[config.mk]
export PLATFORM = sky130hd
export DESIGN_NAME = short_name_formatter
export DESIGN_NICKNAME = d
export VERILOG_FILES = /design/src/hw/rtl/snf_pkg.sv /design/src/hw/rtl/snf_front.sv /design/src/hw/rtl/snf_queue.sv /design/src/hw/rtl/snf_back.sv /design/src/hw/rtl/short_name_formatter.sv
export VERILOG_INCLUDE_DIRS = /design/src /design/src/hw/rtl
export SDC_FILE = /design/constraint.sdc
export NUM_CORES = 1
export LEC_CHECK = 0
export ABC_AREA = 1
export ABC_CLOCK_PERIOD_IN_PS = 10450
export BUFFER_PORTS_ARGS = -buffer_cell sky130_fd_sc_hd__buf_2
export CORE_UTILIZATION = 45
export CTS_CLUSTER_SIZE = 30
export DETAILED_ROUTE_END_ITERATION = 8
export PLACE_DENSITY = 0.7
export SKIP_CTS_REPAIR_TIMING = 1
export SYNTH_ARGS = -nofsm -noshare
export SYNTH_HDL_FRONTEND = slang
export SYNTH_SLANG_ARGS = --single-unit
export TNS_END_PERCENT = 20
[constraint.sdc]
create_clock -name clock -period 10.45 [get_ports clock]
set_input_delay 2.09 -clock clock [delete_from_list [all_inputs] [get_ports clock]]
set_output_delay 2.09 -clock clock [all_outputs]
set_load 0.1 [all_outputs]
[src/hw/rtl/short_name_formatter_assert.svh]
// Assertion macros for the short name formatter.
`ifndef SHORT_NAME_FORMATTER_ASSERT_SVH
`define SHORT_NAME_FORMATTER_ASSERT_SVH

`ifndef SYNTH

`define SNF_ASSERT_IMPLY(label, clk, rst, ante, cons) \
   label: assert property (@(posedge clk) disable iff (rst) (ante) |-> (cons)) \
      else $error("assertion failed: label");

`define SNF_ASSERT_NEXT(label, clk, rst, ante, cons) \
   label: assert property (@(posedge clk) disable iff (rst) (ante) |=> (cons)) \
      else $error("assertion failed: label");

`else

`define SNF_ASSERT_IMPLY(label, clk, rst, ante, cons)

`define SNF_ASSERT_NEXT(label, clk, rst, ante, cons)

`endif

`endif

[src/hw/rtl/snf_pkg.sv]
// Types, constants and helpers shared by the short name formatter modules.
package snf_pkg;

   localparam int STORE_DEPTH = 12;
   localparam int NAME_BYTES  = 11;
   localparam int QUEUE_DEPTH = 2;
   localparam int QPTR_W      = $clog2(QUEUE_DEPTH);
   localparam int QCNT_W      = $clog2(QUEUE_DEPTH + 1);

   localparam logic [7:0] PAD_BYTE = 8'h20;
   localparam logic [7:0] DOT_BYTE = 8'h2E;
   localparam logic [7:0] UPPER_A  = 8'h41;
   localparam logic [7:0] UPPER_Z  = 8'h5A;
   localparam logic [7:0] LOWER_A  = 8'h61;
   localparam logic [7:0] LOWER_Z  = 8'h7A;
   localparam logic [7:0] CASE_GAP = 8'h20;
   localparam logic [7:0] NUL_BYTE = 8'h00;

   localparam logic [3:0] BASE_MAX    = 4'd8;
   localparam logic [4:0] EXT_MAX     = 5'd3;
   localparam logic [3:0] STORE_LIMIT = 4'd12;
   localparam logic [3:0] COUNT_MAX   = 4'd15;
   localparam logic [1:0] DOTS_MAX    = 2'd3;
   localparam logic [3:0] LAST_INDEX  = 4'd10;

   localparam logic [1:0] KIND_LONG   = 2'd0;
   localparam logic [1:0] KIND_SHORT  = 2'd1;
   localparam logic [1:0] KIND_PARENT = 2'd2;

   typedef struct packed {
      logic [STORE_DEPTH-1:0][7:0] chars;
      logic [1:0]                  kind;
      logic [3:0]                  base_len;
      logic [1:0]                  ext_len;
      logic [3:0]                  count;
   } desc_type;

   typedef struct packed {
      logic     valid;
      desc_type desc;
   } push_type;

   typedef struct packed {
      logic full;
      logic empty;
   } q_status_type;

   function automatic logic [7:0] upcase(input logic [7:0] c);
      logic [7:0] r;
      r = c;
      if (c >= LOWER_A && c <= LOWER_Z) begin
         r = c - CASE_GAP;
      end
      return r;
   endfunction

endpackage

[src/hw/rtl/snf_front.sv]
// Front end: takes name characters, keeps counters and classifies at the terminator.
module snf_front (
   input  logic                 clock,
   input  logic                 reset,
   input  logic                 req_tvalid,
   output logic                 req_tready,
   input  logic [7:0]           req_tdata,   // [7:0] character
   input  snf_pkg::q_status_type q_status,
   output snf_pkg::push_type    push
);

   logic [snf_pkg::STORE_DEPTH-1:0][7:0] store_ff, store_in;
   logic [3:0] count_ff, count_in;
   logic [1:0] dots_ff, dots_in;
   logic [3:0] dot_pos_ff, dot_pos_in;
   logic       cap_ff, cap_in;

   logic       accept;
   logic       parent;
   logic [3:0] base_len;
   logic [4:0] ext_full;
   logic       compat;

   assign req_tready = !q_status.full;
   assign accept     = req_tvalid && req_tready;

   // terminator classification
   always_comb begin
      parent = (count_ff == 4'd2) && (store_ff[0] == snf_pkg::DOT_BYTE)
               && (store_ff[1] == snf_pkg::DOT_BYTE);
      if (dots_ff != 2'd0) begin
         base_len = dot_pos_ff;
         ext_full = {1'b0, count_ff} - {1'b0, dot_pos_ff} - 5'd1;
      end else begin
         base_len = count_ff;
         ext_full = 5'd0;
      end
      compat = !cap_ff && (dots_ff <= 2'd1) && (base_len <= snf_pkg::BASE_MAX)
               && (ext_full <= snf_pkg::EXT_MAX);
   end

   always_comb begin
      store_in   = store_ff;
      count_in   = count_ff;
      dots_in    = dots_ff;
      dot_pos_in = dot_pos_ff;
      cap_in     = cap_ff;
      push.valid = 1'b0;
      push.desc.chars    = store_ff;
      push.desc.base_len = base_len;
      push.desc.ext_len  = ext_full[1:0];
      push.desc.count    = count_ff;
      if (parent) begin
         push.desc.kind = snf_pkg::KIND_PARENT;
      end else if (compat) begin
         push.desc.kind = snf_pkg::KIND_SHORT;
      end else begin
         push.desc.kind = snf_pkg::KIND_LONG;
      end
      if (accept) begin
         if (req_tdata == snf_pkg::NUL_BYTE) begin
            push.valid = 1'b1;
            count_in   = 4'd0;
            dots_in    = 2'd0;
            dot_pos_in = 4'd0;
            cap_in     = 1'b0;
         end else begin
            if (count_ff < snf_pkg::STORE_LIMIT) begin
               store_in[count_ff] = req_tdata;
            end
            if (req_tdata == snf_pkg::DOT_BYTE) begin
               dot_pos_in = count_ff;
               if (dots_ff != snf_pkg::DOTS_MAX) begin
                  dots_in = dots_ff + 2'd1;
               end
            end else if (req_tdata >= snf_pkg::UPPER_A && req_tdata <= snf_pkg::UPPER_Z) begin
               cap_in = 1'b1;
            end
            if (count_ff != snf_pkg::COUNT_MAX) begin
               count_in = count_ff + 4'd1;
            end
         end
      end
   end

   always_ff @(posedge clock) begin
      store_ff <= store_in;
      if (reset) begin
         count_ff   <= 4'd0;
         dots_ff    <= 2'd0;
         dot_pos_ff <= 4'd0;
         cap_ff     <= 1'b0;
      end else begin
         count_ff   <= count_in;
         dots_ff    <= dots_in;
         dot_pos_ff <= dot_pos_in;
         cap_ff     <= cap_in;
      end
   end

endmodule

[src/hw/rtl/snf_queue.sv]
// Small descriptor queue between the front and the back end.
module snf_queue (
   input  logic                  clock,
   input  logic                  reset,
   input  snf_pkg::push_type     push,
   input  logic                  pop,
   output snf_pkg::desc_type     head,
   output snf_pkg::q_status_type status
);

   snf_pkg::desc_type entry_ff [snf_pkg::QUEUE_DEPTH];
   logic [snf_pkg::QPTR_W-1:0] wr_ptr_ff, wr_ptr_in;
   logic [snf_pkg::QPTR_W-1:0] rd_ptr_ff, rd_ptr_in;
   logic [snf_pkg::QCNT_W-1:0] count_ff, count_in;
   logic do_push, do_pop;

   assign status.full  = (count_ff == snf_pkg::QCNT_W'(snf_pkg::QUEUE_DEPTH));
   assign status.empty = (count_ff == '0);
   assign head         = entry_ff[rd_ptr_ff];
   assign do_push      = push.valid && !status.full;
   assign do_pop       = pop && !status.empty;

   always_comb begin
      wr_ptr_in = wr_ptr_ff;
      rd_ptr_in = rd_ptr_ff;
      count_in  = count_ff;
      if (do_push) begin
         if (wr_ptr_ff == snf_pkg::QPTR_W'(snf_pkg::QUEUE_DEPTH - 1)) begin
            wr_ptr_in = '0;
         end else begin
            wr_ptr_in = wr_ptr_ff + snf_pkg::QPTR_W'(1);
         end
      end
      if (do_pop) begin
         if (rd_ptr_ff == snf_pkg::QPTR_W'(snf_pkg::QUEUE_DEPTH - 1)) begin
            rd_ptr_in = '0;
         end else begin
            rd_ptr_in = rd_ptr_ff + snf_pkg::QPTR_W'(1);
         end
      end
      if (do_push && !do_pop) begin
         count_in = count_ff + snf_pkg::QCNT_W'(1);
      end else if (do_pop && !do_push) begin
         count_in = count_ff - snf_pkg::QCNT_W'(1);
      end
   end

   always_ff @(posedge clock) begin
      if (do_push) begin
         entry_ff[wr_ptr_ff] <= push.desc;
      end
   end

   always_ff @(posedge clock) begin
      if (reset) begin
         wr_ptr_ff <= '0;
         rd_ptr_ff <= '0;
         count_ff  <= '0;
      end else begin
         wr_ptr_ff <= wr_ptr_in;
         rd_ptr_ff <= rd_ptr_in;
         count_ff  <= count_in;
      end
   end

endmodule

[src/hw/rtl/snf_back.sv]
// Back end: walks a descriptor and emits the 11 directory name bytes.
module snf_back (
   input  logic                  clock,
   input  logic                  reset,
   input  snf_pkg::desc_type     head,
   input  snf_pkg::q_status_type q_status,
   output logic                  pop,
   output logic                  rsp_tvalid,
   input  logic                  rsp_tready,
   output logic [7:0]            rsp_tdata,   // [7:0] name_byte
   output logic [2:0]            rsp_tuser,   // [1:0] name_kind, [2] long_name_flag
   output logic                  rsp_tlast    // last_byte
);

   logic [3:0] index_ff, index_in;
   logic       valid_ff, valid_in;
   logic [7:0] byte_ff, byte_in;
   logic [1:0] kind_ff;
   logic       last_ff;

   logic       load;
   logic [7:0] sel_byte;
   logic [1:0] ext_k;
   logic [3:0] ext_idx;

   assign load = !q_status.empty && (!valid_ff || rsp_tready);
   assign pop  = load && (index_ff == snf_pkg::LAST_INDEX);

   always_comb begin
      ext_k   = index_ff[1:0];
      ext_idx = head.base_len + 4'd1 + {2'b00, ext_k};
      sel_byte = snf_pkg::PAD_BYTE;
      if (head.kind == snf_pkg::KIND_SHORT) begin
         if (index_ff < snf_pkg::BASE_MAX) begin
            if (index_ff < head.base_len) begin
               sel_byte = snf_pkg::upcase(head.chars[index_ff]);
            end
         end else if (ext_k < head.ext_len) begin
            sel_byte = snf_pkg::upcase(head.chars[ext_idx]);
         end
      end else if (index_ff < head.count) begin
         sel_byte = head.chars[index_ff];
      end
   end

   always_comb begin
      index_in = index_ff;
      valid_in = valid_ff;
      byte_in  = byte_ff;
      if (rsp_tready) begin
         valid_in = 1'b0;
      end
      if (load) begin
         valid_in = 1'b1;
         byte_in  = sel_byte;
         if (index_ff == snf_pkg::LAST_INDEX) begin
            index_in = 4'd0;
         end else begin
            index_in = index_ff + 4'd1;
         end
      end
   end

   always_ff @(posedge clock) begin
      byte_ff <= byte_in;
      if (load) begin
         kind_ff <= head.kind;
         last_ff <= (index_ff == snf_pkg::LAST_INDEX);
      end
      if (reset) begin
         index_ff <= 4'd0;
         valid_ff <= 1'b0;
      end else begin
         index_ff <= index_in;
         valid_ff <= valid_in;
      end
   end

   assign rsp_tvalid = valid_ff;
   assign rsp_tdata  = byte_ff;
   assign rsp_tuser  = {(kind_ff == snf_pkg::KIND_LONG), kind_ff};
   assign rsp_tlast  = last_ff;

endmodule

[src/hw/rtl/short_name_formatter.sv]
// A terminator pushes a descriptor into the queue; the first name byte is then
// registered from the queue head. One character per cycle in while the queue
// has room; eleven name bytes out, one per cycle while rsp_tready is high.
// The two-entry descriptor queue lets the next name stream in during output.
// Reset clears counters, queue and output valid; the character store is not cleared.
`include "short_name_formatter_assert.svh"

module short_name_formatter (
   input  logic       clock,
   input  logic       reset,
   input  logic       req_tvalid,
   output logic       req_tready,
   input  logic [7:0] req_tdata,   // [7:0] character
   output logic       rsp_tvalid,
   input  logic       rsp_tready,
   output logic [7:0] rsp_tdata,   // [7:0] name_byte
   output logic [2:0] rsp_tuser,   // [1:0] name_kind, [2] long_name_flag
   output logic       rsp_tlast    // last_byte
);

   snf_pkg::push_type     push;
   snf_pkg::q_status_type q_status;
   snf_pkg::desc_type     head;
   logic                  pop;

   snf_front u_front (
      .clock      (clock),
      .reset      (reset),
      .req_tvalid (req_tvalid),
      .req_tready (req_tready),
      .req_tdata  (req_tdata),
      .q_status   (q_status),
      .push       (push)
   );

   snf_queue u_queue (
      .clock  (clock),
      .reset  (reset),
      .push   (push),
      .pop    (pop),
      .head   (head),
      .status (q_status)
   );

   snf_back u_back (
      .clock      (clock),
      .reset      (reset),
      .head       (head),
      .q_status   (q_status),
      .pop        (pop),
      .rsp_tvalid (rsp_tvalid),
      .rsp_tready (rsp_tready),
      .rsp_tdata  (rsp_tdata),
      .rsp_tuser  (rsp_tuser),
      .rsp_tlast  (rsp_tlast)
   );

   `SNF_ASSERT_IMPLY(a_push_not_full, clock, reset, push.valid, !q_status.full)
   `SNF_ASSERT_IMPLY(a_pop_not_empty, clock, reset, pop, !q_status.empty)
   `SNF_ASSERT_IMPLY(a_flag_matches_kind, clock, reset, rsp_tvalid, rsp_tuser[2] == (rsp_tuser[1:0] == snf_pkg::KIND_LONG))
   `SNF_ASSERT_NEXT(a_last_after_pop, clock, reset, pop, rsp_tvalid && rsp_tlast)

endmodule

Yosys cells after proc, flatten, opt, wreduce, memory -nomap -nowiden
Memories as Yosys holds them, arrays and structs flattened. A register that Yosys moved wholly into a read port is not among the register bits.
Cells that the tools add are included.
{"block": "totals", "memories": 1, "input_bits": 12, "ram_bits": 216, "output_inout_bits": 14, "reg_bits": 127}
{"block": "classes", "mux": 41, "bitwise": 1, "n_eq_ne": 10, "magnitude_cmp": 18, "n_reduce_logical": 38, "n_addsub": 13}
{"memory": "u_queue.entry_ff", "words": 2, "width": 108, "read_ports": 1, "rd_clocked_by_memory_dff": 1, "wr": 1, "line": "snf_queue.sv:11", "rtl": "snf_pkg::desc_type entry_ff [snf_pkg::QUEUE_DEPTH];"}
{"op": "$bwmux W96", "count": 1}
{"op": "$mux W8", "count": 10}
{"op": "$bmux W8 S4", "count": 2}
{"op": "$demux W8 S4", "count": 1}
{"op": "$eq A8 B6 Y1 const B", "count": 3}
{"op": "$ge A8 B7 Y1 const B", "count": 3}
{"op": "$le A8 B7 Y1 const B", "count": 3}
{"op": "$mux W4", "count": 6}
{"op": "$logic_and A1 B1 Y1", "count": 16}
{"op": "$sub A8 B6 Y8 const B", "count": 2}
{"op": "$lt A4 B5 Y1 const B", "count": 3}
{"op": "$mux W1", "count": 14}
{"op": "$reduce_bool A2 Y1", "count": 7}
{"op": "$add A4 B1 Y4 const B", "count": 3}
{"op": "$mux W2", "count": 6}
{"op": "$reduce_and A3 Y1", "count": 3}
{"op": "$logic_not A8 Y1", "count": 1}
{"op": "$lt A4 B4 Y1", "count": 2}
{"op": "$lt A4 B4 Y1 const B", "count": 2}
{"op": "$logic_not A1 Y1", "count": 6}
{"op": "$le A5 B2 Y1 const B", "count": 1}
{"op": "$mux W5", "count": 1}
{"op": "$sub A4 B4 Y5", "count": 1}
{"op": "$sub A5 B1 Y5 const B", "count": 1}
{"op": "19 further kinds", "count": 23}

Logic depth before layout (Yosys ltp)
{"block": "logic_depth", "ltp_word": 10, "ltp_mapped": 24, "ltp_nobuf": 21}

Hierarchy
A second synthesis with hierarchy kept.
{"block": "hier_totals", "hier_cells": 1269, "area_unflattened_um2": 15433.6}
{"mod": "snf_queue", "area_each_um2": 8105.3, "cells_each": 373, "instances": 1, "seq_area_each_um2": 6586.3}
{"mod": "snf_front", "area_each_um2": 4111.4, "cells_each": 294, "instances": 1, "seq_area_each_um2": 3103.0}
{"mod": "snf_back", "area_each_um2": 3216.8, "cells_each": 602, "instances": 1, "seq_area_each_um2": 430.4}

Least setup slack after synthesis
OpenSTA, ideal clock, no wires.
{"block": "synth_path", "kind": "in2reg", "start": "in req_tdata[1]", "end": "mem u_queue.entry_ff[1][0] (netlist bit), enable pin", "required_time_ns": 9.873, "path_stages": 6, "path_slack_ns": 2.464, "arrival_ns": 7.409, "setup_time_ns": 0.577, "path_cell_list": "nor3_1 > nor3b_1 > inv_1 > nor2_1 > inv_1 > nor2_1"}
{"block": "synth_between", "elab_chain_cells": 6}
{"item": "start: declaration", "line": "short_name_formatter.sv:13", "rtl": "input logic [7:0] req_tdata,"}
{"item": "$logic_not A8 Y1", "line": "snf_front.sv:61", "rtl": "if (req_tdata == snf_pkg::NUL_BYTE) begin"}
{"item": "$mux W1", "line": "snf_front.sv:61"}
{"item": "$mux W1", "line": "snf_front.sv:60", "rtl": "if (accept) begin"}
{"item": "$logic_and A1 B1 Y1", "line": "snf_queue.sv:20", "rtl": "assign do_push = push.valid && !status.full;"}
{"item": "via u_queue.do_push", "line": "snf_queue.sv:15", "rtl": "logic do_push, do_pop;"}
{"item": "$mux W1", "line": "snf_queue.sv:49", "rtl": "if (do_push) begin"}
{"item": "$mux W1 (not written as such)", "line": "snf_queue.sv:50", "rtl": "entry_ff[wr_ptr_ff] <= push.desc;"}
{"item": "end: declaration", "line": "snf_queue.sv:11"}
The timed path passes the listed nets, and every way through them passes these cells.

Worst setup path after layout
{"block": "layout_path", "start": "in req_tdata[3]", "end": "mem u_queue.entry_ff[1][85] (netlist bit), enable pin"}
The elaborated chain is that of the path after synthesis.

==> summary.txt <==
Outcome
  – Status: complete, but fails checks
  – Failing checks: DRC

Layout
  – Antenna Cells: 0
  – Commonest non-fill, non-tap cell in the layout: nand2_1
  – Fin nets: 1,441
  – # fillers: 2,770
  – Area Growth Syn to Fin: 12.07%
  – Final instance area: 16,750 µm²
  – Fin cells: roughly 1,900
  – Commonest cells after routing, fill and taps aside: nand2_1, edfxtp_1, nand3_1
  – Share of cells above drive strength 1: 0.09530

Yosys
  – Yosys cell types: 48
  – Gate Count Post-Synth: between 1,000 and 1,500
  – Part of the Yosys area used for sequential elements: 0.6769
  – Main flop type after synthesis: edfxtp_1
  – Fraction of registers with async set/reset: 0
  – Syn Area/Cell: 10.94 µm²
  – Mapped Nets: 1,405
  – Post-synth EDFFs: 323
  – Synth warnings: 0
  – Cell Area, Synth: ~15,000 µm²
  – Yosys reg bits: around 340

CTS
  – Root Buffer: clkbuf_16
  – Clock latency on the worst-skew pair: 540 ps
  – Clk sink count: 344
  – Htree depth: 2
  – Clock slew at reported path FFs: 60 ps
  – TritonCTS Buffers: 36
  – CTS tree: done
  – Worst-case clock buffer depth: 3

Timing
  – Tightest Pin Transition: approximately 1300 ps
  – RSZ-0062 raised after global routing: no
  – Setup_tns: 0 ps
  – Final hold viol count: 0
  – Final min period: roughly 5400 ps
  – Setup violators final: 0
  – Max Clock Skew: approximately 17 ps
  – Fin crit share: 0.5135
  – Normalized max-slew margin: 0.1076
  – Final worst slack: 5084 ps
  – Pins Over Slew Limit: 0
  – F_max: between 150 and 200 MHz

Die
  – Die area: between 30,000 and 40,000 µm²
  – Width of the die: about 180 µm
  – Starting Density: 0.4583
  – Boundary Pins: 26
  – Core Area: 32,620 µm²
  – Die span in y: approximately 180 µm
  – Row Count: between 60 and 70

Min path
  – Hold Crit Class: reg2reg
  – Hold depth: 0

Power and ir drop
  – PD cells: 168.9 nW/µm²
  – Comb pwr share: 0.014
  – Sw Ratio: 0.2003
  – Clock power share: 0.453
  – Int Pwr: between 2 and 2.5 mW
  – P_sw: about 0.57 mW
  – Seq pwr share: 0.533
  – Leak pwr: 6.279 nW
  – Peak VDD IR: 0.1575 mV

Placed design
  – Final Wtd Congestion: around 0.85
  – Placed Area: approximately 16,000 µm²
  – Placement Setup Slack: 4487 ps
  – Dpl hpwl: 22.30 mm
  – # port buffers: 25
  – Dpl cells: 1,806

Global route
  – Initial antenna violation count: 0
  – Number of global-route vias before repair: 9,687
  – Total GRT Usage: 0.2262
  – Largest net degree at the start of global routing: 89
  – Remaining global-route overflow: 0
  – First-pass GRT wire length: between 50 and 60 mm

Route
  – Post-route DRC violation count: 1
  – DRT Pass-1 Iters: 8
  – Total Routed Length: 37.22 mm
  – Vias per inst: 5.447
  – Vias: 10,180
  – Remaining antenna violation count: 0
  – Wire length per cell: roughly 20 µm
  – Iter 0 DRT Violations: 1,129

Job
  – Max-capacitance violation count: 0

Critical path
  – CP endpoint kind: register
  – CP required: 10,600 ps
  – Worst setup path class: in2reg
  – Setup crit start kind: input port
  – Critical path fanouts, max: 74
  – FF-to-FF path depth: 16
  – Crit path DAT: 5520 ps
[power by group through the flow]
stage | logic (mW) | clock network (mW) | registers (mW)
after floorplan | 0.0194 | 0 | 1.53
after global placement | 0.0387 | 0 | 1.54
after detailed placement | 0.0398 | 0 | 1.54
after CTS | 0.0401 | 1.30 | 1.51
after global routing | 0.0442 | 1.34 | 1.51
final | 0.0401 | 1.28 | 1.51
[registers in the layout, indices dropped and copies added (netlist names), named ones only]
| signal | flops |
|---|---|
| u_back.index_ff | 4 |
| u_back.kind_ff | 2 |
| u_back.rsp_tdata | 8 |
| u_back.rsp_tlast | 1 |
| u_back.rsp_tvalid | 1 |
| u_front.cap_ff | 1 |
| u_front.count_ff | 4 |
| u_front.dot_pos_ff | 4 |
| u_front.dots_ff | 2 |
| u_front.push | 96 |
| u_queue.count_ff | 2 |
| u_queue.entry_ff | 216 |
| u_queue.rd_ptr_ff | 1 |
| u_queue.wr_ptr_ff | 1 |
[layout make-up]
cell class / instances / area, µm² / area share
well taps: 442 / 553.0 / 0.03301
clock buffers: 41 / 940.9 / 0.05616
flip-flops and latches: 344 / 10120 / 0.6043
inverters: 104 / 392.9 / 0.02345
multi-input cells: 868 / 4209 / 0.2512
repair buffers: 48 / 297.8 / 0.01777
clock inverters: 22 / 236.5 / 0.01411
[critical path: stages]
cell	delay, ps
buf_2	210
nor3_1	360
nor3b_1	480
inv_1	110
nor2_1	190
inv_1	180
nor2_4	880
buf_4	920
[per-layer routing]
metal	global-route usage	share of wire	up-vias
li1	-	-	4794
met1	0.2999	0.40	4768
met2	0.3545	0.45	521
met3	0.05888	0.11	98
met4	0.09133	0.038	0
met5	0	0	-
[through the flow]
step	power (mW)	hold slack, ps	util
2_1_floorplan	1.554	421.5	-
3_3_place_gp	1.575	421.2	0.4775
3_5_place_dp	1.577	429.0	0.4775
4_1_cts	2.843	443.0	0.5136
5_1_grt	2.896	448.8	0.5136
6_report	2.830	439.6	0.5136
[worst paths after layout]
check | from | to | slack [ps]
max | req_tdata[3] | u_queue.entry_ff[1][85] | 5080
min | u_front.push[56] | u_queue.entry_ff[0][56] | 440
max reg2reg | register | u_back.rsp_tdata[5] | 5610
min reg2reg | u_front.push[56] | u_queue.entry_ff[0][56] | 440
[cells by family after synthesis]
family	synth area share
compound gates	0.04963
xor+xnor	0.003014
fa+ha+maj	0.02360
buf+inv	0.04478
flops	0.6769
mux	0.002678
simple gates	0.1994
[cell usage after synthesis (11+ instances only)]
library cell  instances  share of area
nand2_1             440           0.11
edfxtp_1            323           0.65
nand3_1             146          0.049
inv_1                98          0.025
nor2_1               54          0.014
o21ai_0              47          0.016
a21oi_1              43          0.014
ha_1                 25          0.021
buf_2                23         0.0077
dfxtp_1              21          0.028
nor3_1               20         0.0067
o211ai_1             17         0.0085
nand4_1              15         0.0063
clkbuf_1             11         0.0028
No activity file was read; power rests on OpenSTA's default activity.
